==> src/rebq_pkg.sv <==
// Shared types and constants for the rotary encoder and push button qualifier.
// Used by the front, the queue, the back and the top level; no dependencies.
package rebq_pkg;

  // Command codes carried on the slave tuser.
  localparam logic [1:0] CMD_BUTTON  = 2'd0;
  localparam logic [1:0] CMD_CHANNEL = 2'd1;
  localparam logic [1:0] CMD_POLL    = 2'd2;
  localparam logic [1:0] CMD_WRITE   = 2'd3;

  // Button classification codes.
  localparam logic [1:0] EV_NONE  = 2'd0;
  localparam logic [1:0] EV_SHORT = 2'd1;
  localparam logic [1:0] EV_LONG  = 2'd2;

  // Configuration register indexes.
  localparam int         CFG_INDEX_BITS   = 3;
  localparam int         CFG_DATA_BITS    = 16;
  localparam logic [2:0] REG_MIN_POSITION = 3'd0;
  localparam logic [2:0] REG_MAX_POSITION = 3'd1;
  localparam logic [2:0] REG_STEP_SLOW    = 3'd2;
  localparam logic [2:0] REG_STEP_FAST    = 3'd3;
  localparam logic [2:0] REG_WRAP_ENABLE  = 3'd4;
  localparam logic [2:0] REG_OVER_PRESS   = 3'd5;

  // Configuration reset values.
  localparam logic signed [15:0] MIN_POSITION_RST = -16'sd32767;
  localparam logic signed [15:0] MAX_POSITION_RST = 16'sd32766;
  localparam logic [7:0]         STEP_SLOW_RST    = 8'd1;
  localparam logic [7:0]         STEP_FAST_RST    = 8'd1;
  localparam logic [15:0]        OVER_PRESS_RST   = 16'd2500;

  // Queue between front and back.
  localparam int QUEUE_DEPTH = 2;
  localparam int QPTR_BITS   = (QUEUE_DEPTH > 1) ? $clog2(QUEUE_DEPTH) : 1;
  localparam int QCNT_BITS   = $clog2(QUEUE_DEPTH + 1);

  typedef struct packed {
    logic signed [15:0] min_position;
    logic signed [15:0] max_position;
    logic [7:0]         step_slow;
    logic [7:0]         step_fast;
    logic               wrap_enable;
    logic [15:0]        over_press_ms;
  } cfg_t;

  // Decoded command: exactly one bit set per item.
  typedef struct packed {
    logic is_write;
    logic is_poll;
    logic is_channel;
    logic is_button;
  } kind_t;

  typedef struct packed {
    kind_t              kind;
    logic [31:0]        now_ms;
    logic               line_level;
    logic               other_channel_level;
    logic signed [15:0] new_position;
  } item_t;

  typedef struct packed {
    logic                 full;
    logic                 empty;
    logic [QCNT_BITS-1:0] count;
  } qstat_t;

endpackage

==> src/rotary_encoder_button_qualifier_core.sv <==
// Top level of the rotary encoder and push button qualifier: ports, config
// registers and the front / queue / back chain. Depends on rebq_pkg and all
// rebq_* modules.
//
// Channel   Direction  Beat contents (lowest bit first)
// s_axis    in         tuser: command; tdata: now_ms, line_level,
//                      other_channel_level, new_position
// m_axis    out        tdata: position, button_event, write_ok
// cfg       in         cfg_we / cfg_index / cfg_wdata, one register per write
//
// Every input beat gives exactly one output beat. The block sustains one beat
// per cycle while m_axis_tready is high; a beat passes the front register, the
// queue and the back result register; the back updates all state on a pop.
// rst is synchronous and clears state and the config registers to their
// documented values. Stalls on m_axis fill the output register, then the
// two-entry queue, then the front register before s_axis_tready drops.
module rotary_encoder_button_qualifier_core #(
  parameter int SHORT_PRESS_MS = 1000,
  parameter int FAST_WINDOW_MS = 300,
  parameter int TIME_BITS      = 32
) (
  input  logic                                  clk,
  input  logic                                  rst,
  input  logic                                  s_axis_tvalid,
  output logic                                  s_axis_tready,
  // [31:0] now_ms, [32] line_level, [33] other_channel_level,
  // [49:34] new_position, [55:50] zero
  input  logic [55:0]                           s_axis_tdata,
  // [1:0] command
  input  logic [1:0]                            s_axis_tuser,
  output logic                                  m_axis_tvalid,
  input  logic                                  m_axis_tready,
  // [15:0] position, [17:16] button_event, [18] write_ok, [23:19] zero
  output logic [23:0]                           m_axis_tdata,
  input  logic                                  cfg_we,
  input  logic [rebq_pkg::CFG_INDEX_BITS-1:0]   cfg_index,
  input  logic [rebq_pkg::CFG_DATA_BITS-1:0]    cfg_wdata
);
  import rebq_pkg::*;

  cfg_t               cfg;
  logic               push;
  item_t              push_item;
  item_t              head_item;
  qstat_t             qstat;
  logic               pop;
  logic signed [15:0] out_position;
  logic [1:0]         out_button_event;
  logic               out_write_ok;

  // Configuration registers. Writes to unused indexes fall through.
  always_ff @(posedge clk) begin
    if (rst) begin
      cfg.min_position  <= MIN_POSITION_RST;
      cfg.max_position  <= MAX_POSITION_RST;
      cfg.step_slow     <= STEP_SLOW_RST;
      cfg.step_fast     <= STEP_FAST_RST;
      cfg.wrap_enable   <= 1'b0;
      cfg.over_press_ms <= OVER_PRESS_RST;
    end else if (cfg_we) begin
      case (cfg_index)
        REG_MIN_POSITION: cfg.min_position  <= $signed(cfg_wdata[15:0]);
        REG_MAX_POSITION: cfg.max_position  <= $signed(cfg_wdata[15:0]);
        REG_STEP_SLOW:    cfg.step_slow     <= cfg_wdata[7:0];
        REG_STEP_FAST:    cfg.step_fast     <= cfg_wdata[7:0];
        REG_WRAP_ENABLE:  cfg.wrap_enable   <= cfg_wdata[0];
        REG_OVER_PRESS:   cfg.over_press_ms <= cfg_wdata[15:0];
        default: begin
        end
      endcase
    end
  end

  // The front decodes and masks; it only stalls when the queue is full.
  rebq_front #(
    .TIME_BITS (TIME_BITS)
  ) u_front (
    .clk             (clk),
    .rst             (rst),
    .in_valid        (s_axis_tvalid),
    .in_ready        (s_axis_tready),
    .in_command      (s_axis_tuser),
    .in_now_ms       (s_axis_tdata[31:0]),
    .in_line_level   (s_axis_tdata[32]),
    .in_other_level  (s_axis_tdata[33]),
    .in_new_position ($signed(s_axis_tdata[49:34])),
    .push            (push),
    .push_item       (push_item),
    .qstat           (qstat)
  );

  rebq_queue u_queue (
    .clk       (clk),
    .rst       (rst),
    .push      (push),
    .push_item (push_item),
    .pop       (pop),
    .head_item (head_item),
    .qstat     (qstat)
  );

  // The back pops one item whenever its result register is free or drains.
  rebq_back #(
    .SHORT_PRESS_MS (SHORT_PRESS_MS),
    .FAST_WINDOW_MS (FAST_WINDOW_MS),
    .TIME_BITS      (TIME_BITS)
  ) u_back (
    .clk              (clk),
    .rst              (rst),
    .cfg              (cfg),
    .item_valid       (!qstat.empty),
    .item             (head_item),
    .pop              (pop),
    .out_valid        (m_axis_tvalid),
    .out_ready        (m_axis_tready),
    .out_position     (out_position),
    .out_button_event (out_button_event),
    .out_write_ok     (out_write_ok)
  );

  assign m_axis_tdata = {5'd0, out_write_ok, out_button_event, out_position};

  // The queue never holds more than its depth and never pops when empty.
  a_queue_bound: assert property (@(posedge clk) disable iff (rst)
    (qstat.count <= QCNT_BITS'(QUEUE_DEPTH)) && !(pop && qstat.empty))
    else $error("queue count out of range or pop from empty queue");

  // A write acknowledge never comes with a button classification.
  a_ok_excl: assert property (@(posedge clk) disable iff (rst)
    (m_axis_tvalid && out_write_ok) |-> (out_button_event == EV_NONE))
    else $error("write_ok beat carries a button event");

  // A beat accepted on the output with nothing queued leaves the output empty.
  a_out_drain: assert property (@(posedge clk) disable iff (rst)
    (m_axis_tvalid && m_axis_tready && qstat.empty) |=> !m_axis_tvalid)
    else $error("output beat appeared without a queued item");

endmodule

==> src/rebq_front.sv <==
// Front end: accepts input beats, decodes the command and masks the timestamp.
// Depends on rebq_pkg; feeds rebq_queue.
module rebq_front #(
  parameter int TIME_BITS = 32
) (
  input  logic                clk,
  input  logic                rst,
  input  logic                in_valid,
  output logic                in_ready,
  input  logic [1:0]          in_command,
  input  logic [31:0]         in_now_ms,
  input  logic                in_line_level,
  input  logic                in_other_level,
  input  logic signed [15:0]  in_new_position,
  output logic                push,
  output rebq_pkg::item_t     push_item,
  input  rebq_pkg::qstat_t    qstat
);
  import rebq_pkg::*;

  localparam logic [31:0] TIME_MASK = 32'hFFFF_FFFF >> (32 - TIME_BITS);

  logic  hold_valid;
  item_t hold;
  kind_t kind_dec;
  logic  take;

  always_comb begin
    kind_dec = '0;
    case (in_command)
      CMD_BUTTON:  kind_dec.is_button  = 1'b1;
      CMD_CHANNEL: kind_dec.is_channel = 1'b1;
      CMD_POLL:    kind_dec.is_poll    = 1'b1;
      CMD_WRITE:   kind_dec.is_write   = 1'b1;
      default:     kind_dec.is_write   = 1'b1;
    endcase
  end

  assign push      = hold_valid && !qstat.full;
  assign push_item = hold;
  assign in_ready  = !hold_valid || !qstat.full;
  assign take      = in_valid && in_ready;

  always_ff @(posedge clk) begin
    if (rst) begin
      hold_valid <= 1'b0;
    end else if (take) begin
      hold_valid <= 1'b1;
    end else if (push) begin
      hold_valid <= 1'b0;
    end
  end

  always_ff @(posedge clk) begin
    if (take) begin
      hold.kind                <= kind_dec;
      hold.now_ms              <= in_now_ms & TIME_MASK;
      hold.line_level          <= in_line_level;
      hold.other_channel_level <= in_other_level;
      hold.new_position        <= in_new_position;
    end
  end

endmodule

==> src/rebq_queue.sv <==
// Short register queue that decouples the front end from the back end.
// Depends on rebq_pkg for the item type and depth constants.
module rebq_queue (
  input  logic              clk,
  input  logic              rst,
  input  logic              push,
  input  rebq_pkg::item_t   push_item,
  input  logic              pop,
  output rebq_pkg::item_t   head_item,
  output rebq_pkg::qstat_t  qstat
);
  import rebq_pkg::*;

  localparam logic [QPTR_BITS-1:0] LAST_PTR = QPTR_BITS'(QUEUE_DEPTH - 1);

  item_t                entries [QUEUE_DEPTH];
  logic [QPTR_BITS-1:0] wr_ptr;
  logic [QPTR_BITS-1:0] rd_ptr;
  logic [QCNT_BITS-1:0] count;

  assign head_item   = entries[rd_ptr];
  assign qstat.count = count;
  assign qstat.full  = (count == QCNT_BITS'(QUEUE_DEPTH));
  assign qstat.empty = (count == '0);

  always_ff @(posedge clk) begin
    if (rst) begin
      wr_ptr <= '0;
      rd_ptr <= '0;
      count  <= '0;
    end else begin
      if (push) begin
        wr_ptr <= (wr_ptr == LAST_PTR) ? '0 : wr_ptr + 1'b1;
      end
      if (pop) begin
        rd_ptr <= (rd_ptr == LAST_PTR) ? '0 : rd_ptr + 1'b1;
      end
      if (push && !pop) begin
        count <= count + 1'b1;
      end else if (pop && !push) begin
        count <= count - 1'b1;
      end
    end
  end

  always_ff @(posedge clk) begin
    if (push) begin
      entries[wr_ptr] <= push_item;
    end
  end

endmodule

==> src/rebq_back.sv <==
// Back end: holds the button and encoder state, executes one item per cycle while its result
// register is free or drains, and registers the result beat. Depends on rebq_pkg; fed by rebq_queue.
module rebq_back #(
  parameter int SHORT_PRESS_MS = 1000,
  parameter int FAST_WINDOW_MS = 300,
  parameter int TIME_BITS      = 32
) (
  input  logic                clk,
  input  logic                rst,
  input  rebq_pkg::cfg_t      cfg,
  input  logic                item_valid,
  input  rebq_pkg::item_t     item,
  output logic                pop,
  output logic                out_valid,
  input  logic                out_ready,
  output logic signed [15:0]  out_position,
  output logic [1:0]          out_button_event,
  output logic                out_write_ok
);
  import rebq_pkg::*;

  localparam logic [TIME_BITS-1:0] SHORT_LIMIT = TIME_BITS'(SHORT_PRESS_MS);
  localparam logic [TIME_BITS-1:0] FAST_LIMIT  = TIME_BITS'(FAST_WINDOW_MS);

  // Architectural state.
  logic [TIME_BITS-1:0] press_start;
  logic                 press_valid;
  logic [1:0]           pending_mode;
  logic [TIME_BITS-1:0] turn_start;
  logic                 turn_valid;
  logic                 direction_b_high;
  logic [TIME_BITS-1:0] last_change;
  logic signed [15:0]   position_reg;

  logic [TIME_BITS-1:0] press_start_next;
  logic                 press_valid_next;
  logic [1:0]           pending_mode_next;
  logic [TIME_BITS-1:0] turn_start_next;
  logic                 turn_valid_next;
  logic                 direction_b_high_next;
  logic [TIME_BITS-1:0] last_change_next;
  logic signed [15:0]   position_next;
  logic [1:0]           event_next;
  logic                 ok_next;

  logic [TIME_BITS-1:0] now;
  logic [TIME_BITS-1:0] over_limit;
  logic [TIME_BITS-1:0] el_press;
  logic [TIME_BITS-1:0] el_turn;
  logic [TIME_BITS-1:0] el_change;
  logic [7:0]           step_big;
  logic [7:0]           step;
  logic signed [17:0]   pos_wide;
  logic signed [17:0]   step_wide;
  logic signed [17:0]   sum;
  logic signed [17:0]   min_wide;
  logic signed [17:0]   max_wide;
  logic signed [17:0]   p_hi;
  logic signed [17:0]   p_lim;

  assign pop        = item_valid && (!out_valid || out_ready);
  assign now        = item.now_ms[TIME_BITS-1:0];
  assign over_limit = TIME_BITS'(cfg.over_press_ms);
  assign el_press   = now - press_start;
  assign el_turn    = now - turn_start;
  assign el_change  = now - last_change;

  // Step size and limit handling for an encoder detent.
  always_comb begin
    step_big  = (cfg.step_fast > cfg.step_slow) ? cfg.step_fast : cfg.step_slow;
    step      = (el_change < FAST_LIMIT) ? step_big : cfg.step_slow;
    pos_wide  = $signed({{2{position_reg[15]}}, position_reg});
    step_wide = $signed({10'd0, step});
    min_wide  = $signed({{2{cfg.min_position[15]}}, cfg.min_position});
    max_wide  = $signed({{2{cfg.max_position[15]}}, cfg.max_position});
    sum       = direction_b_high ? (pos_wide - step_wide) : (pos_wide + step_wide);
    if (sum > max_wide) begin
      p_hi = cfg.wrap_enable ? min_wide : max_wide;
    end else begin
      p_hi = sum;
    end
    if (p_hi < min_wide) begin
      p_lim = cfg.wrap_enable ? max_wide : min_wide;
    end else begin
      p_lim = p_hi;
    end
  end

  always_comb begin
    press_start_next      = press_start;
    press_valid_next      = press_valid;
    pending_mode_next     = pending_mode;
    turn_start_next       = turn_start;
    turn_valid_next       = turn_valid;
    direction_b_high_next = direction_b_high;
    last_change_next      = last_change;
    position_next         = position_reg;
    event_next            = EV_NONE;
    ok_next               = 1'b0;

    if (item.kind.is_button) begin
      if (!item.line_level) begin
        if (!press_valid || (el_press > over_limit)) begin
          press_start_next = now;
          press_valid_next = 1'b1;
        end
      end else if (press_valid) begin
        if (el_press < SHORT_LIMIT) begin
          pending_mode_next = EV_SHORT;
        end else if (el_press < over_limit) begin
          pending_mode_next = EV_LONG;
        end else begin
          pending_mode_next = EV_NONE;
        end
        press_valid_next = 1'b0;
      end
    end else if (item.kind.is_channel) begin
      if (!item.line_level) begin
        if (!turn_valid || (el_turn > over_limit)) begin
          turn_start_next       = now;
          turn_valid_next       = 1'b1;
          direction_b_high_next = item.other_channel_level;
        end
      end else if (turn_valid) begin
        if (el_turn < over_limit) begin
          last_change_next = now;
          position_next    = p_lim[15:0];
        end
        turn_valid_next = 1'b0;
      end
    end else if (item.kind.is_poll) begin
      if (press_valid && (el_press > SHORT_LIMIT)) begin
        event_next       = EV_LONG;
        press_valid_next = 1'b0;
      end else begin
        event_next = pending_mode;
      end
      pending_mode_next = EV_NONE;
    end else begin
      if ((item.new_position >= cfg.min_position) &&
          (item.new_position <= cfg.max_position)) begin
        position_next = item.new_position;
        ok_next       = 1'b1;
      end
    end
  end

  always_ff @(posedge clk) begin
    if (rst) begin
      press_start      <= '0;
      press_valid      <= 1'b0;
      pending_mode     <= EV_NONE;
      turn_start       <= '0;
      turn_valid       <= 1'b0;
      direction_b_high <= 1'b0;
      last_change      <= '0;
      position_reg     <= '0;
      out_valid        <= 1'b0;
    end else begin
      if (pop) begin
        press_start      <= press_start_next;
        press_valid      <= press_valid_next;
        pending_mode     <= pending_mode_next;
        turn_start       <= turn_start_next;
        turn_valid       <= turn_valid_next;
        direction_b_high <= direction_b_high_next;
        last_change      <= last_change_next;
        position_reg     <= position_next;
        out_valid        <= 1'b1;
      end else if (out_ready) begin
        out_valid <= 1'b0;
      end
    end
  end

  always_ff @(posedge clk) begin
    if (pop) begin
      out_position     <= position_next;
      out_button_event <= event_next;
      out_write_ok     <= ok_next;
    end
  end

endmodule
==> config.mk <==
export PLATFORM = sky130hd
export DESIGN_NAME = rotary_encoder_button_qualifier_core
export DESIGN_NICKNAME = d
export VERILOG_FILES = /design/src/rebq_pkg.sv /design/src/rotary_encoder_button_qualifier_core.sv /design/src/rebq_front.sv /design/src/rebq_queue.sv /design/src/rebq_back.sv
export SDC_FILE = /design/constraint.sdc
export NUM_CORES = 1
export LEC_CHECK = 0
export BUFFER_PORTS_ARGS = -buffer_cell sky130_fd_sc_hd__buf_2
export CAP_MARGIN = 20
export CORE_UTILIZATION = 57
export CTS_CLUSTER_SIZE = 12
export DETAILED_ROUTE_END_ITERATION = 10
export HOLD_SLACK_MARGIN = 0.05
export PLACE_DENSITY = 0.78
export SYNTH_ARGS = -nofsm -noshare
export SYNTH_HDL_FRONTEND = slang
export SYNTH_HIERARCHICAL = 1
export SYNTH_SLANG_ARGS = --single-unit
==> constraint.sdc <==
create_clock -name clk -period 10.3 [get_ports clk]
set_input_delay 2.06 -clock clk [delete_from_list [all_inputs] [get_ports clk]]
set_output_delay 2.06 -clock clk [all_outputs]
set_load 0.02 [all_outputs]
======== After elaboration in Yosys (flattened, before gate mapping) ========
Memory sizes are Yosys's and may differ from the RTL's. A register that Yosys moved wholly into a read port is not among the register bits.
Index checks and enable logic that the tools add are counted.
cells by class
  reductions and logical operators ........ 43
  $lt $le $gt $ge ......................... 12
  add/subtract/negate cells ............... 9
  eq/ne operators ......................... 13
  bitwise operators ....................... 3
  muxes and demuxes ....................... 47
operators by type and width
  operator                                                                           number
  16-bit 2-to-1 mux                                                                  9
  32-bit subtractor                                                                  3
  32-bit by 16-bit greater-than comparator with 1-bit output                         2
  32-bit by 16-bit < comparator with 1-bit output                                    2
  18-bit 2-to-1 mux                                                                  3
  32-bit by 10-bit greater-than comparator with 1-bit output, second input constant  1
  32-bit by 10-bit < comparator with 1-bit output, second input constant             1
  32-bit by 9-bit < comparator with 1-bit output, second input constant              1
  1-bit 2-to-1 mux                                                                   23
  2-bit 2-to-1 mux                                                                   10
  18-bit by 16-bit greater-than comparator with 1-bit output                         1
  18-bit by 16-bit < comparator with 1-bit output                                    1
  16-bit by 9-bit adder with 17-bit output                                           1
  16-bit by 9-bit subtractor with 17-bit output                                      1
  16-bit >= comparator                                                               1
  16-bit less-or-equal comparator                                                    1
  8-bit 2-to-1 mux                                                                   2
  5-bit AND reduction                                                                3
  2-bit AND reduction                                                                6
  2-bit nonzero test                                                                 6
  8-bit greater-than comparator                                                      1
  1-bit logical NOT                                                                  8
  4-bit AND reduction                                                                2
  1-bit logical AND                                                                  7
  other kinds (18)                                                                   31
storage, ports and cells
  register bits ........................... 261
  input port bits ......................... 82
  memories kept ........................... 1
  output and inout port bits .............. 26
  RAM bits ................................ 108
memories
  memory           words  bits a word  rd ports  clocked after memory_dff  write ports  line              text
  u_queue.entries  2      54           1         1                         1            rebq_queue.sv:16  item_t entries [QUEUE_DEPTH];

======== Longest topological paths before layout ========
  depth in word-level cells ............... 14
  gate-level depth with buffers ........... 54
  mapped depth without buffers ............ 47

======== Modules after synthesis ========
The synthesis kept the hierarchy.
modules (own cells, without submodules)
  module                                area an instance (sq um)  cells each  times used
  rebq_back                             15994.1                   2094        1
  rebq_queue                            4120.2                    190         1
  rotary_encoder_button_qualifier_core  2692.6                    261         1
  rebq_front                            1691.6                    64          1

======== Worst setup path after synthesis ========
No wires, ideal clock.
  kind .................................... register to register
  start ................................... reg (tool-made name)
  end ..................................... reg u_back.out_position[14], data pin
  library setup time ...................... 0.265 ns
  arrival time ............................ 11.033 ns
  cell stages (with the launch flop) ...... 51
  buffers on the path ..................... 6
  clock period less this slack ............ 11.298 ns
  setup slack ............................. -0.998 ns
  cells stage by stage .................... dfxtp_1 -> buf_2 -> buf_6 -> mux2_2 -> ha_1 -> a211o_1 -> a21oi_1 -> o22ai_1 -> a211oi_2 -> a21oi_1 -> or4_1 -> a2111o_1 -> nor4_1 -> buf_2 -> buf_4 -> mux2_2 -> inv_1 -> ha_1 -> [... 15 more ...] -> nand4_1 -> or4b_2 -> o2111ai_1 -> o21ai_1 -> clkbuf_1 -> o21ai_0 -> ha_1 -> a21o_1 -> a21o_1 -> a21oi_1 -> o21ai_0 -> o21ai_0 -> nand2_1 -> a41oi_1 -> clkbuf_1 -> nor3b_1 -> nor3_1 -> o211ai_1
RTL lines
  element               line              text
  to (signal assigned)  rebq_back.sv:178  out_position <= position_next;
  to (decl)             rebq_back.sv:16   output logic signed [15:0] out_position,

==> run metrics <==
outcome complete, but fails checks; failing checks negative setup slack; Ys Warns 6; CTS tree yes; H-Tree Level Count 2; final hold vios 0; Pre-antenna DRT Iters 6; Pint 4259 µW; Port Buffer Count 96; area grow syn2layout 20.91%; setup_tns -12770 ps; Overall Global Routing Usage ~30%; initial DRC count around 1700; Hold Startpoint u_front/push_item[38]; vias in the first global route between 15000 and 20000; Hold EP u_queue/entries[0][38]; reg-to-reg endpoint u_back/out_position[10]; kind of critical path register to register; Req. time, crit path approximately 11000 ps; Period Utilization, post-route 104.9%; RSZ-0062 raised after global routing yes; mapped cell area between 0.02 and 0.025 mm²; slowest CP cell or4b_4; Worst Tran Pin Value around 1200 ps; initial antenna violation count 4; Fillers between 3000 and 4000; nets@finish ~3200; CTS Hold Bufs 0; DR WL/cell around 20 µm; clock transition at the registers of the reported paths about 60 ps; core box area ~0.042 mm²; CP startpoint kind register; CP delay by family, top compound AO/OA/AOI/OAI gates; Cell Count, Final, Fillers Out 3461; post-synthesis average cell area around 9.4 µm²; Post-DRT Antenna Nets 0; Worst Hold Depth 0; max reg flops around 110; RD Place Congestion slightly below 1; relative slew slack between 10% and 20%; largest register by flop count u_queue/entries; clk buf depth 3; power density over the cells roughly 240 mW/mm²; multi-input logic area 0.01502 mm²; Reg area 0.009134 mm²; vias ~21000; WL final 68090 µm; grt ovf 0; DRC viols 0; Clk network pwr share approximately a fifth; P_sw 2734 µW; arrival time at the worst endpoint roughly 11000 ps; placed wire-length estimate 50250 µm; Ports around 110; clock latency on the worst-skew pair 570 ps; layout cells sized above 1 approximately 22%; crit-path most repeated cell ha_4; Hold WC Path Type register to register; total chip power approximately 7000 µW; cell count of the worst reg-to-reg path 52; # Max-Cap Violations 0; CTS sink count 367; Switching Share approximately two fifths; Final setup viols 32; Chip Height 208.9 µm; r2r setup slk -500 ps; Pleak 0.01198 µW; largest stage delay on the critical path 510 ps; Worst IR Drop VDD around 0.21 mV; Num CTS Buffers 42; CP bufs+invs 10; crit path max fanout 9; FP Rows 75; Post-Place Cells around 3400; Setup Skew 22.13 ps; Die Wd ~210 µm; Synth Instances approximately 2600; CP Capture Type register; design area roughly 0.029 mm²; Final Critical Period approximately 11000 ps; Fin Hold WS about 440 ps; clock root buffer clkbuf_16; first-pass GRT wire length 104900 µm; Initial Util about three fifths; Comb pwr share 53.2%; largest net degree at the start of global routing approximately 130; max-slew violations 0; Highest Clock Rate 92.56 MHz; Seq pwr share approximately a quarter; Final WS setup -503.6 ps; cell area after placement about 0.027 mm²; die area about 0.044 mm²; DR vias/cell 6.001
==> timing repair <==
action                                  CTS  global route
pin swaps                                39            30
resized for setup                        88            71
cloned                                    2             0
endpoints found under the setup margin   32            32
buffers inserted                         19            10
==> per-stage QoR <==
step	util (%)	worst slack (ps)
after floorplan	-	4.077
after global placement	64.38	-664.5
after detailed placement	64.42	-734.6
after CTS	69.12	-328.0
after global routing	70.15	-810.5
final	70.15	-503.6
==> power groups by stage <==
| stage | Sequential (µW) | Combinational (µW) | Clock (µW) |
|---|---|---|---|
| floorplan | 1820 | 2140 | 0 |
| global placement | 1790 | 3170 | 0 |
| detailed placement | 1800 | 3240 | 0 |
| CTS | 1780 | 3480 | 1520 |
| global route | 1790 | 4010 | 1570 |
| finish | 1780 | 3720 | 1500 |
==> cells in the final DEF, fill, tap and decap left out, types with 28 or more instances in the layout <==
| master | instances |
|---|---|
| a21o_1 | 58 |
| a21oi_1 | 127 |
| buf_2 | 95 |
| buf_4 | 232 |
| clkbuf_16 | 42 |
| dfxtp_1 | 187 |
| edfxtp_1 | 178 |
| ha_1 | 190 |
| inv_1 | 193 |
| mux2_2 | 47 |
| mux2i_1 | 181 |
| nand2_1 | 169 |
| nand2b_1 | 147 |
| nand3_1 | 54 |
| nand4_1 | 33 |
| nor2_1 | 198 |
| nor2b_1 | 29 |
| nor3_1 | 28 |
| o211ai_1 | 46 |
| o21a_1 | 36 |
| o21ai_0 | 74 |
| xnor2_1 | 53 |
==> layout make-up <==
type                    instances  share of cell area [%]
diodes                          3                 0.02546
clock buffers                  63                   4.001
clock inverters                14                  0.7000
inverters                     196                   2.503
multi-input cells            1932                   50.94
flip-flops and latches        367                   30.97
well taps                     539                   2.287
repair buffers                347                   8.570
==> metal layers <==
layer / vias up / track usage [%] / wire length (µm)
li1: 9950 / - / -
met4: 2 / 9.457 / 1649
met3: 100 / 4.494 / 4582
met1: 10030 / 44.08 / 31730
met5: - / 0 / 13
met2: 691 / 46.62 / 30110
==> worst max-delay path by stage <==
stage               slack [ps]                 endpoint      from  cells after the start
floorplan                    4  u_back/out_position[14]  register                     51
global placement          -660   u_back/out_position[5]  register                     51
detailed placement        -730   u_back/position_reg[5]  register                     51
CTS                       -330   u_back/position_reg[1]  register                     52
global route              -810  u_back/out_position[14]  register                     52
finish                    -500  u_back/out_position[10]  register                     52
No activity file was read; power rests on OpenSTA's default activity.
